[src/design/nnds_pkg.sv]
package nnds_pkg;

   // Configuration port geometry
   localparam int CSR_INDEX_W = 3;
   localparam int CSR_DATA_W  = 13;

   // Field widths fixed by the register map and the stream formats
   localparam int DIM_REG_W = 13;
   localparam int OFS_W     = 12;
   localparam int FB_W      = 13;
   localparam int PIX_W     = 32;

   // Register indexes
   localparam logic [CSR_INDEX_W-1:0] CSR_SRC_WIDTH  = 3'd0;
   localparam logic [CSR_INDEX_W-1:0] CSR_SRC_HEIGHT = 3'd1;
   localparam logic [CSR_INDEX_W-1:0] CSR_DST_WIDTH  = 3'd2;
   localparam logic [CSR_INDEX_W-1:0] CSR_DST_HEIGHT = 3'd3;
   localparam logic [CSR_INDEX_W-1:0] CSR_OFFSET_X   = 3'd4;
   localparam logic [CSR_INDEX_W-1:0] CSR_OFFSET_Y   = 3'd5;

   // Register reset values
   localparam logic [DIM_REG_W-1:0] SRC_WIDTH_RST  = 13'd640;
   localparam logic [DIM_REG_W-1:0] SRC_HEIGHT_RST = 13'd480;
   localparam logic [DIM_REG_W-1:0] DST_WIDTH_RST  = 13'd640;
   localparam logic [DIM_REG_W-1:0] DST_HEIGHT_RST = 13'd480;
   localparam logic [OFS_W-1:0]     OFFSET_X_RST   = 12'd0;
   localparam logic [OFS_W-1:0]     OFFSET_Y_RST   = 12'd0;

   typedef struct packed {
      logic [PIX_W-1:0] pixel;
      logic             frame_start;
   } req_payload_type;

   typedef struct packed {
      logic [PIX_W-1:0] out_pixel;
      logic [FB_W-1:0]  fb_x;
      logic [FB_W-1:0]  fb_y;
      logic             frame_end;
   } rsp_payload_type;

endpackage

[src/design/nnds_chan_if.sv]
interface nnds_chan_if #(
   parameter type payload_type = nnds_pkg::req_payload_type
);
   logic        valid;
   logic        ready;
   payload_type payload;

   modport source (output valid, output payload, input ready);
   modport sink   (input valid, input payload, output ready);
endinterface

[src/design/nnds_clamp.sv]
module nnds_clamp #(
   parameter int MAX_DIM = 4096
) (
   input  logic [nnds_pkg::DIM_REG_W-1:0] src_width,
   input  logic [nnds_pkg::DIM_REG_W-1:0] src_height,
   input  logic [nnds_pkg::DIM_REG_W-1:0] dst_width,
   input  logic [nnds_pkg::DIM_REG_W-1:0] dst_height,
   output logic [$clog2(MAX_DIM):0]       sw,
   output logic [$clog2(MAX_DIM):0]       sh,
   output logic [$clog2(MAX_DIM):0]       dw,
   output logic [$clog2(MAX_DIM):0]       dh
);
   localparam int CW = $clog2(MAX_DIM) + 1;

   // Force a size into 1..hi
   function automatic logic [CW-1:0] clamp_dim(input logic [nnds_pkg::DIM_REG_W-1:0] v,
                                               input int hi);
      logic [CW-1:0] r;
      if (v == '0) begin
         r = CW'(1);
      end else if (int'(v) > hi) begin
         r = CW'(hi);
      end else begin
         r = CW'(v);
      end
      return r;
   endfunction

   always_comb begin
      sw = clamp_dim(src_width, MAX_DIM);
      sh = clamp_dim(src_height, MAX_DIM);
      dw = clamp_dim(dst_width, int'(sw));
      dh = clamp_dim(dst_height, int'(sh));
   end
endmodule

[src/design/nnds_sel.sv]
module nnds_sel #(
   parameter int MAX_DIM = 4096
) (
   input  logic                          clock,
   input  logic                          reset,
   input  logic                          step,
   input  logic                          frame_start,
   input  logic [$clog2(MAX_DIM):0]      sw,
   input  logic [$clog2(MAX_DIM):0]      sh,
   input  logic [$clog2(MAX_DIM):0]      dw,
   input  logic [$clog2(MAX_DIM):0]      dh,
   input  logic [nnds_pkg::OFS_W-1:0]    offset_x,
   input  logic [nnds_pkg::OFS_W-1:0]    offset_y,
   output logic                          emit,
   output logic [nnds_pkg::FB_W-1:0]     fb_x,
   output logic [nnds_pkg::FB_W-1:0]     fb_y,
   output logic                          frame_end
);
   localparam int CW   = $clog2(MAX_DIM) + 1;
   localparam int AW   = 2 * CW;
   localparam int FB_W = nnds_pkg::FB_W;

   logic [CW-1:0] src_col_ff, src_row_ff, out_col_ff, out_row_ff;
   logic [CW-1:0] src_col_in, src_row_in, out_col_in, out_row_in;
   logic [AW-1:0] col_tgt_ff, col_src_ff, row_tgt_ff, row_src_ff;
   logic [AW-1:0] col_tgt_in, col_src_in, row_tgt_in, row_src_in;
   logic          row_sel_ff, row_sel_in;

   // state as seen by this pixel, after an optional frame restart
   logic [CW-1:0] c_scol, c_srow, c_ocol, c_orow;
   logic [AW-1:0] c_ctgt, c_csrc, c_rtgt, c_rsrc;
   logic          c_rsel;
   logic [CW-1:0] scol_inc, srow_inc, orow_nxt;
   logic [AW-1:0] rtgt_nxt, rsrc_inc;

   always_comb begin
      if (frame_start) begin
         c_scol = '0; c_srow = '0; c_ocol = '0; c_orow = '0;
         c_ctgt = '0; c_csrc = '0; c_rtgt = '0; c_rsrc = '0;
         c_rsel = 1'b1;
      end else begin
         c_scol = src_col_ff; c_srow = src_row_ff;
         c_ocol = out_col_ff; c_orow = out_row_ff;
         c_ctgt = col_tgt_ff; c_csrc = col_src_ff;
         c_rtgt = row_tgt_ff; c_rsrc = row_src_ff;
         c_rsel = row_sel_ff;
      end

      emit = c_rsel && (c_orow < dh) && (c_ocol < dw) && (c_ctgt < c_csrc + AW'(dw));
      fb_x = FB_W'(c_ocol) + FB_W'(offset_x);
      fb_y = FB_W'(c_orow) + FB_W'(offset_y);
      frame_end = (c_ocol + CW'(1) == dw) && (c_orow + CW'(1) == dh);

      out_col_in = emit ? c_ocol + CW'(1) : c_ocol;
      col_tgt_in = emit ? c_ctgt + AW'(sw) : c_ctgt;
      scol_inc   = c_scol + CW'(1);
      src_col_in = scol_inc;
      col_src_in = c_csrc + AW'(dw);
      src_row_in = c_srow;
      out_row_in = c_orow;
      row_tgt_in = c_rtgt;
      row_src_in = c_rsrc;
      row_sel_in = c_rsel;

      // output row advances only if this source row fed one
      orow_nxt = c_orow;
      rtgt_nxt = c_rtgt;
      if (c_rsel && (c_orow < dh)) begin
         orow_nxt = c_orow + CW'(1);
         rtgt_nxt = c_rtgt + AW'(sh);
      end
      srow_inc = c_srow + CW'(1);
      rsrc_inc = c_rsrc + AW'(dh);

      if (scol_inc >= sw) begin
         src_col_in = '0;
         out_col_in = '0;
         col_tgt_in = '0;
         col_src_in = '0;
         if (srow_inc >= sh) begin
            src_row_in = '0;
            out_row_in = '0;
            row_tgt_in = '0;
            row_src_in = '0;
            row_sel_in = 1'b1;
         end else begin
            src_row_in = srow_inc;
            out_row_in = orow_nxt;
            row_tgt_in = rtgt_nxt;
            row_src_in = rsrc_inc;
            row_sel_in = (orow_nxt < dh) && (rtgt_nxt < rsrc_inc + AW'(dh));
         end
      end
   end

   always_ff @(posedge clock) begin
      if (reset) begin
         src_col_ff <= '0; src_row_ff <= '0; out_col_ff <= '0; out_row_ff <= '0;
         col_tgt_ff <= '0; col_src_ff <= '0; row_tgt_ff <= '0; row_src_ff <= '0;
         row_sel_ff <= 1'b1;
      end else if (step) begin
         src_col_ff <= src_col_in; src_row_ff <= src_row_in;
         out_col_ff <= out_col_in; out_row_ff <= out_row_in;
         col_tgt_ff <= col_tgt_in; col_src_ff <= col_src_in;
         row_tgt_ff <= row_tgt_in; row_src_ff <= row_src_in;
         row_sel_ff <= row_sel_in;
      end
   end
endmodule

[src/design/nearest_neighbor_downscale_place.sv]
// Nearest-neighbor downscaler that places the scaled image in a framebuffer.
// req_chan carries source pixels in raster order; frame_start marks source
// position (0,0). rsp_chan carries each selected pixel with its framebuffer
// column and row (output position plus offset_x/offset_y, modulo 8192) and
// frame_end on the last output pixel of the frame. Source pixels that no
// output position maps to produce no transfer on rsp_chan.
// The req_chan transfer loads the input register, and the result register
// loads from it once the result register can advance; a stalled rsp_chan
// can hold a pixel in the input register in between.
// One pixel per clock while rsp_chan does not stall. Selection uses step
// accumulators, one add and compare per axis, and is combinational.
// The csr_ port writes size and offset registers; destination sizes are
// clamped to the source size, source sizes to 1..MAX_DIM. Write them only
// while no pixel is in flight.
// Reset (synchronous, active high) restores the default 640x480 geometry,
// zero offsets, and the start-of-frame counter state; both stages empty.
// When rsp_chan stalls, the result register holds and the input register
// keeps taking one more pixel; after that req_chan.ready drops.
module nearest_neighbor_downscale_place #(
   parameter int MAX_DIM    = 4096,
   parameter int PIXEL_BITS = 32
) (
   input  logic                              clock,
   input  logic                              reset,
   nnds_chan_if.sink                         req_chan,
   nnds_chan_if.source                       rsp_chan,
   input  logic                              csr_write_en,
   input  logic [nnds_pkg::CSR_INDEX_W-1:0]  csr_index,
   input  logic [nnds_pkg::CSR_DATA_W-1:0]   csr_wdata
);
   localparam int CW = $clog2(MAX_DIM) + 1;

   // configuration registers
   logic [nnds_pkg::DIM_REG_W-1:0] src_width_ff, src_height_ff;
   logic [nnds_pkg::DIM_REG_W-1:0] dst_width_ff, dst_height_ff;
   logic [nnds_pkg::OFS_W-1:0]     offset_x_ff, offset_y_ff;

   always_ff @(posedge clock) begin
      if (reset) begin
         src_width_ff  <= nnds_pkg::SRC_WIDTH_RST;
         src_height_ff <= nnds_pkg::SRC_HEIGHT_RST;
         dst_width_ff  <= nnds_pkg::DST_WIDTH_RST;
         dst_height_ff <= nnds_pkg::DST_HEIGHT_RST;
         offset_x_ff   <= nnds_pkg::OFFSET_X_RST;
         offset_y_ff   <= nnds_pkg::OFFSET_Y_RST;
      end else if (csr_write_en) begin
         unique case (csr_index)
            nnds_pkg::CSR_SRC_WIDTH:  src_width_ff  <= csr_wdata;
            nnds_pkg::CSR_SRC_HEIGHT: src_height_ff <= csr_wdata;
            nnds_pkg::CSR_DST_WIDTH:  dst_width_ff  <= csr_wdata;
            nnds_pkg::CSR_DST_HEIGHT: dst_height_ff <= csr_wdata;
            nnds_pkg::CSR_OFFSET_X:   offset_x_ff   <= csr_wdata[nnds_pkg::OFS_W-1:0];
            nnds_pkg::CSR_OFFSET_Y:   offset_y_ff   <= csr_wdata[nnds_pkg::OFS_W-1:0];
            default: ; // unmapped index: drop the write
         endcase
      end
   end

   // effective sizes after clamping
   logic [CW-1:0] sw, sh, dw, dh;

   nnds_clamp #(.MAX_DIM(MAX_DIM)) u_clamp (
      .src_width  (src_width_ff),
      .src_height (src_height_ff),
      .dst_width  (dst_width_ff),
      .dst_height (dst_height_ff),
      .sw         (sw),
      .sh         (sh),
      .dw         (dw),
      .dh         (dh)
   );

   // input register; the result register frees it when it can take a result
   logic                  s1_valid_ff, s1_valid_in;
   logic [PIXEL_BITS-1:0] s1_pixel_ff;
   logic                  s1_fs_ff;
   logic                  advance, step, req_xfer;

   logic                      out_valid_ff;
   nnds_pkg::rsp_payload_type out_payload_ff, out_payload_in;

   assign advance        = !out_valid_ff || rsp_chan.ready;
   assign step           = s1_valid_ff && advance;
   assign req_chan.ready = advance || !s1_valid_ff;
   assign req_xfer       = req_chan.valid && req_chan.ready;

   always_comb begin
      s1_valid_in = s1_valid_ff;
      if (req_xfer) begin
         s1_valid_in = 1'b1;
      end else if (step) begin
         s1_valid_in = 1'b0;
      end
   end

   always_ff @(posedge clock) begin
      if (reset) begin
         s1_valid_ff <= 1'b0;
      end else begin
         s1_valid_ff <= s1_valid_in;
      end
   end

   always_ff @(posedge clock) begin
      if (req_xfer) begin
         s1_pixel_ff <= req_chan.payload.pixel[PIXEL_BITS-1:0];
         s1_fs_ff    <= req_chan.payload.frame_start;
      end
   end

   // selection and counter state
   logic                      emit, frame_end;
   logic [nnds_pkg::FB_W-1:0] fb_x, fb_y;

   nnds_sel #(.MAX_DIM(MAX_DIM)) u_sel (
      .clock       (clock),
      .reset       (reset),
      .step        (step),
      .frame_start (s1_fs_ff),
      .sw          (sw),
      .sh          (sh),
      .dw          (dw),
      .dh          (dh),
      .offset_x    (offset_x_ff),
      .offset_y    (offset_y_ff),
      .emit        (emit),
      .fb_x        (fb_x),
      .fb_y        (fb_y),
      .frame_end   (frame_end)
   );

   // result register
   always_comb begin
      out_payload_in.out_pixel = nnds_pkg::PIX_W'(s1_pixel_ff);
      out_payload_in.fb_x      = fb_x;
      out_payload_in.fb_y      = fb_y;
      out_payload_in.frame_end = frame_end;
   end

   always_ff @(posedge clock) begin
      if (reset) begin
         out_valid_ff <= 1'b0;
      end else if (advance) begin
         out_valid_ff <= step && emit;
      end
   end

   always_ff @(posedge clock) begin
      if (step && emit) begin
         out_payload_ff <= out_payload_in;
      end
   end

   assign rsp_chan.valid   = out_valid_ff;
   assign rsp_chan.payload = out_payload_ff;
endmodule
[src/flat_wrapper.sv]
// flat-port wrapper written by rule: the top's interface ports become plain ports
module nearest_neighbor_downscale_place_flat 
#(
   parameter int MAX_DIM    = 4096,
   parameter int PIXEL_BITS = 32
)
  (clock, reset, csr_write_en, csr_index, csr_wdata, req_chan_valid, req_chan_payload, req_chan_ready, rsp_chan_valid, rsp_chan_payload, rsp_chan_ready);
  nnds_chan_if req_chan_i ();
  nnds_chan_if rsp_chan_i ();
  input  logic clock;
  input  logic reset;
  input  logic csr_write_en;
  input  logic [nnds_pkg::CSR_INDEX_W-1:0] csr_index;
  input  logic [nnds_pkg::CSR_DATA_W-1:0] csr_wdata;
  input wire logic [$bits(req_chan_i.valid)-1:0] req_chan_valid;
  input wire logic [$bits(req_chan_i.payload)-1:0] req_chan_payload;
  output wire logic [$bits(req_chan_i.ready)-1:0] req_chan_ready;
  output wire logic [$bits(rsp_chan_i.valid)-1:0] rsp_chan_valid;
  output wire logic [$bits(rsp_chan_i.payload)-1:0] rsp_chan_payload;
  input wire logic [$bits(rsp_chan_i.ready)-1:0] rsp_chan_ready;
  assign req_chan_i.valid = req_chan_valid;
  assign req_chan_i.payload = req_chan_payload;
  assign req_chan_ready = req_chan_i.ready;
  assign rsp_chan_valid = rsp_chan_i.valid;
  assign rsp_chan_payload = rsp_chan_i.payload;
  assign rsp_chan_i.ready = rsp_chan_ready;
  nearest_neighbor_downscale_place #(.MAX_DIM(MAX_DIM), .PIXEL_BITS(PIXEL_BITS)) u_core (.clock(clock), .reset(reset), .req_chan(req_chan_i), .rsp_chan(rsp_chan_i), .csr_write_en(csr_write_en), .csr_index(csr_index), .csr_wdata(csr_wdata));
endmodule
[config.mk]
export PLATFORM = sky130hd
export DESIGN_NAME = nearest_neighbor_downscale_place_flat
export DESIGN_NICKNAME = d
export VERILOG_FILES = /design/src/design/nnds_pkg.sv /design/src/design/nnds_chan_if.sv /design/src/design/nnds_clamp.sv /design/src/design/nnds_sel.sv /design/src/design/nearest_neighbor_downscale_place.sv /design/src/flat_wrapper.sv
export SDC_FILE = /design/constraint.sdc
export NUM_CORES = 1
export LEC_CHECK = 0
export BUFFER_PORTS_ARGS = -buffer_cell sky130_fd_sc_hd__buf_4
export CAP_MARGIN = 5
export CELL_PAD_IN_SITES_DETAIL_PLACEMENT = 1
export CELL_PAD_IN_SITES_GLOBAL_PLACEMENT = 1
export CORE_MARGIN = 2
export CORE_UTILIZATION = 45
export DETAILED_ROUTE_END_ITERATION = 12
export GPL_ROUTABILITY_DRIVEN = 0
export PLACE_DENSITY_LB_ADDON = 0.1
export SYNTH_ARGS = -nofsm -noshare
export SYNTH_HDL_FRONTEND = slang
export SYNTH_SLANG_ARGS = --single-unit
[constraint.sdc]
create_clock -name clock -period 22.4 [get_ports clock]
set_clock_uncertainty 0.2 [all_clocks]
set_input_delay 0 -clock clock [delete_from_list [all_inputs] [get_ports clock]]
set_output_delay 0 -clock clock [all_outputs]
set_load 0.01 [all_outputs]
# Word-level counts from Yosys, hierarchy flattened
# Index checks and enable logic that the tools add are counted.
# Widths: inputs -> output; s select.
# classes
addsub	11
mul	0
div_mod_pow	0
n_lt_le_gt_ge	11
n_eq_ne	7
shift	0
muxes	37
bitwise	0
n_reduce_logical	24
# op_table
operator	n
$mux 26	12
$mux 13	20
$add 26x13->26	5
$add 13x1->13 const B	4
$logic_not 13->1	4
$lt 26x26->1	2
$lt 13x13->1	3
$add 13x12->13	2
$eq 13x13->1	2
$ge 13x13->1	2
$gt 13x13->1	2
$gt 13x13->1 const B	2
$reduce_and 2->1	6
$logic_and 1x1->1	8
$eq 3x2->1 const B	2
$eq 3x3->1 const B	2
$mux 1	5
$eq 3x1->1 const B	1
$logic_not 3->1	1
$logic_not 1->1	2
$logic_or 1x1->1	2
$reduce_bool 2->1	1
# totals
regBits	275
latch_bits	0
ramBits	0
rom_bits	0
output_inout_bits	35
elab_cells	113
mem_count	0

# Longest topological paths before layout
# logic_depth
ltp_word	13
depth_mapped	37
mapped_depth_nobuf	35

# Cells and area by module
# A second synthesis with hierarchy kept.
# unflattened
hier_cells	2589
hier_area_um2	21545.7
# by_module_without_submodules
module	n_inst	cells_each	area_per_inst_um2	seq_area_each_um2
nnds_sel	1	2081	15975.3	3143.0
nearest_neighbor_downscale_place	1	326	4321.6	2762.6
nnds_clamp	1	182	1248.7	0.0

# Worst setup path before layout
# Ideal clock, no wire load.
# synth_path
kind	register -> register
start	reg u_core.src_width_ff[12] in the netlist's numbering
end	reg u_core.out_payload_ff, in the netlist u_core.rsp_chan.payload[0] (enable)
setup_ps	388
arrival_time_ps	6657
required_time_ps	21812
slack_ps	15155
stages_incl_launch_ff	34
path_buffers	4
synth_period_minus_slack_ps	7245
path_cell_list	dfxtp_1 inv_1 clkbuf_1 nand2_1 ha_1 nand3_1 o21bai_1 a311o_1 a31oi_4 buf_6 nor2_1 a211o_1 ha_1 fa_1 a21o_1 a21oi_1 o21ai_0 a21oi_1 o21ai_0 a31oi_1 o21bai_1 a21o_1 xnor2_1 ha_1 a21o_1 a21oi_1 o21ai_0 nand3_1 a311o_1 buf_2 and2_1 buf_2 nand2_1 inv_1
# synth_via
elab_chain_cells	10
word_cells_on_any_way	13
# synth_rtl
item	line_no	rtl
from (decl)	nearest_neighbor_downscale_place.sv:34	logic [nnds_pkg::DIM_REG_W-1:0] src_width_ff, src_height_ff;
from (signal assigned)	nearest_neighbor_downscale_place.sv:40	src_width_ff <= nnds_pkg::SRC_WIDTH_RST;
from (signal assigned)	nearest_neighbor_downscale_place.sv:48	nnds_pkg::CSR_SRC_WIDTH: src_width_ff <= csr_wdata;
$gt 13x13->1	nnds_clamp.sv:21	end else if (int'(v) > hi) begin
$mux 13	nnds_clamp.sv:21	
$mux 13 (*)	nnds_clamp.sv:19	if (v == '0) begin
$gt 13x13->1	nnds_clamp.sv:21	
$mux 13 (*)	nnds_clamp.sv:21	
$mux 13 (*)	nnds_clamp.sv:19	
$add 26x13->26 or $lt 13x13->1 (tied branches)	nnds_sel.sv:49	emit = c_rsel && (c_orow < dh) && (c_ocol < dw) && (c_ctgt < c_csrc + AW'(dw));
$lt 26x26->1 or $logic_and 1x1->1 (tied branches)	nnds_sel.sv:49	
$logic_and 1x1->1 (*)	nnds_sel.sv:49	
$logic_and 1x1->1 (*)	nearest_neighbor_downscale_place.sv:149	if (step && emit) begin
to (signal assigned)	nearest_neighbor_downscale_place.sv:150	out_payload_ff <= out_payload_in;
to (decl)	nearest_neighbor_downscale_place.sv:80	nnds_pkg::rsp_payload_type out_payload_ff, out_payload_in;
# Every way passes the cells marked *; elsewhere a longest branch is shown, timed or not.
# A chain may end at the register's enable or synchronous reset.

# Final worst setup path
# layout_path
start	reg u_core.src_width_ff[12] in the netlist's numbering
end	reg u_core.out_payload_ff, in the netlist u_core.rsp_chan.payload[3] (enable)
# The elaborated chain is that of the path after synthesis.

==> results.cfg <==
[outcome]
status = complete, no violations

[pwr]
p_per_area_mw_per_mm2 = 56.1
seqPwrFrac = 0.393
power_switching_uw = 375
ir_worst_vdd_mv = 0.0525
pwr-share-comb = 0.150
sw_frac_of_total = 0.285
p_leak_uw = 0.00996
power_frac_clock = 0.457
internal_power_uw = 941

[yosys]
syn_inst = 2604
synth_top_family_by_area = simple AND/OR/NAND/NOR gates
syn_area_per_cell_um2 = 8.02
synth.distinct_cells = 84
syn_area_mm2 = 0.0209
synthAdderAreaFrac = 0.146
synth-xor-area-share = 0.0784
synth_nets = 2898
ys_seq_area_frac = 0.283
synthSimpleGateAreaFrac = 0.241
ys_warn_count = 0
synth_compound_area_frac = 0.188
synthMuxAreaShare = 0.0218
synth-main-ff-cell = dfxtp_1
synth_edf_count = 40
async_reset_ff_frac = 0
synth_seq_cells = 275

[cts]
cts.sinks = 275
path_clk_slew_ns = 0.06
cts-root-buf = clkbuf_16
cts_inserted_buffers = 36
clk_latency_ns = 0.56
clock_path_buffers = 3
ctsHtreeMaxLevel = 2
cts_tree = yes

[placed_design]
hpwl_um = 50700
port_buffers = 62
placed_cells = 3179

[cells_and_area]
final_common_cell = nand2_1
layout-drive-gt1-share = 0.0659
layout-area-overhead-vs-synth_pct = 12.3
regArea_mm2 = 0.00591
mostFrequentLayoutCells = 352 x nand2_1, 235 x dfxtp_1, 233 x ha_1
nets = 2954
fillers = 5530
multi_input_area_mm2 = 0.0141
fin_util = 0.514
n_antenna_cell = 0
stdcell_count = 3287

[worst_setup_path]
criticalPathCategory = register to register
cpPeakStageDelay_ns = 0.70
endpoint_kind = register
path_depth = 31
required_ns = 22.40
r2r_start = u_core.src_width_ff[12]$_SDFFE_PP0P_
crit_family = compound AO/OA/AOI/OAI gates
cp_slowest_cell = nor3b_1
cp_max_fo = 33
rr_worst_depth = 31
cp-start-kind = register
startpoint = u_core.src_width_ff[12]$_SDFFE_PP0P_
worstPathArrival_ns = 9.57
critPathBufInv = 5

[sta]
max_freq_mhz = 104
period_needed_ns = 9.57
rsz0062_at_grt = no
tightest_slew_ns = 1.30
slew_viol_final = 0
fin_crit_sh = 0.427
setup_tns_ns = 0
final_hold_viol_count = 0
slew_headroom = 0.136
setup_viol = 0

[global_route]
track_usage = 0.296
grt_max_degree = 75
grt_pass1_wl_um = 112000
gr-total-overflow = 0
first_global_vias = 20500
antenna_found_initial = 0

[floorplanning]
coreArea_mm2 = 0.0456
die_area_mm2 = 0.0481
fp.dieH_um = 219
design.portCount = 89
num_rows = 78
initial_core_util = 0.458
die_x_um = 219

[detailed_routing]
drc = 0
viasPerCell = 5.94
drt-initial-drc-count = 1072
wirelength_um = 70600
wl_per_cell_um = 21.5
ant_nets = 0
vias = 19500
firstDrtPassIters = 5

[min_path]
hp-class = input port to register
hold_start = csr_wdata[12]
worst_hold_path.num_cells = 4

[job]
maxCapViolCount = 0
## state kept, by name (all words and copies together), names as in the netlist, 26 cells and up
signal and cells:
u_core.rsp_chan.payload 33, u_core.u_sel.col_src_ff 26, u_core.u_sel.col_tgt_ff 26, u_core.u_sel.row_src_ff 26
u_core.u_sel.row_tgt_ff 26
## routing by layer
metal | vias to the layer above | global-route usage | wire, um
met3 | 122 | 0.0349 | 2490
met4 | 0 | 0.102 | 2320
li1 | 9382 | - | -
met2 | 332 | 0.516 | 34200
met1 | 9685 | 0.375 | 31500
met5 | - | 0 | 0
## cells in the mapped netlist (40+ instances only)
master | count | area share
a22oi_1 | 57 | 0.020
a21o_1 | 58 | 0.021
edfxtp_1 | 40 | 0.058
nand2_1 | 353 | 0.063
xnor2_1 | 123 | 0.052
nand4_1 | 48 | 0.014
nor3_1 | 41 | 0.0098
ha_1 | 233 | 0.14
nand3_1 | 102 | 0.024
a21oi_1 | 198 | 0.047
inv_1 | 111 | 0.020
nor2b_1 | 126 | 0.038
dfxtp_1 | 235 | 0.23
xor2_1 | 64 | 0.027
o21ai_0 | 99 | 0.024
nor2_1 | 213 | 0.038
clkbuf_1 | 74 | 0.013
## worst reg2reg max path, delay by kind of cell (launching register included)
family	cells	cell delay, ns
AO/OA/AOI/OAI	12	2.88
XOR/XNOR	1	0.19
adder cells (fa/ha/maj)	3	1.04
buffers and inverters	5	1.35
flip-flops	1	0.46
multiplexers	1	0.46
AND/OR/NAND/NOR	9	2.62
## what timing repair did
action	in CTS	in global routing
resized for setup	0	0
hold endpoints to repair	112	0
hold buffers	43	0
setup buffers	0	0
## stage by stage
| step | hold WS, ns | worst slack [ns] | power, uW | instance area [um2] |
|---|---|---|---|---|
| 2_1_floorplan | -0.101 | 15.16 | 654 | 20900 |
| 3_3_place_gp | -0.0208 | 13.24 | 707 | 21800 |
| 3_5_place_dp | -0.0207 | 13.01 | 714 | 21800 |
| 4_1_cts | 0.0788 | 12.94 | 1320 | 23400 |
| 5_1_grt | 0.109 | 12.34 | 1360 | 23400 |
| 6_report | 0.0951 | 12.83 | 1320 | 23400 |
## power groups by stage
stage	clock network (uW)	logic (uW)	registers, uW
after global routing	632	214	518
final	602	197	517
after detailed placement	0	186	528
after CTS	613	193	517
after global placement	0	180	527
after floorplan	0	126	528
## worst paths after layout
| kind | slack, ns | endpoint |
|---|---|---|
| hold / removal | 0.1 | u_core.src_width_ff[12]$_SDFFE_PP0P_ |
| setup / recovery | 12.83 | u_core.rsp_chan.payload[3]$_DFFE_PP_ |
| setup reg to reg | 12.83 | u_core.rsp_chan.payload[3]$_DFFE_PP_ |
| hold reg to reg | 0.24 | u_core.rsp_chan.payload[32]$_DFFE_PP_ |
## cell families (layout without fill, tap and decap cells)
kind of cell / count (synthesis) / after routing
DFF: 275 / 275
muxes: 43 / 43
xor gates and xnor gates: 187 / 187
adders and majority gates: 240 / 240
buffers and inverters: 219 / 302
AOI/OAI and AO/OA: 601 / 601
and+or+nand+nor: 1039 / 1039
## layout make-up
type	count	share of cell area
multi-input cells	2110	0.603
repair buffers	124	0.0443
well taps	600	0.0320
flip-flops and latches	275	0.252
inverters	113	0.0181
clock buffers	50	0.0442
clock inverters	15	0.00699
No activity file was read; power rests on OpenSTA's default activity.
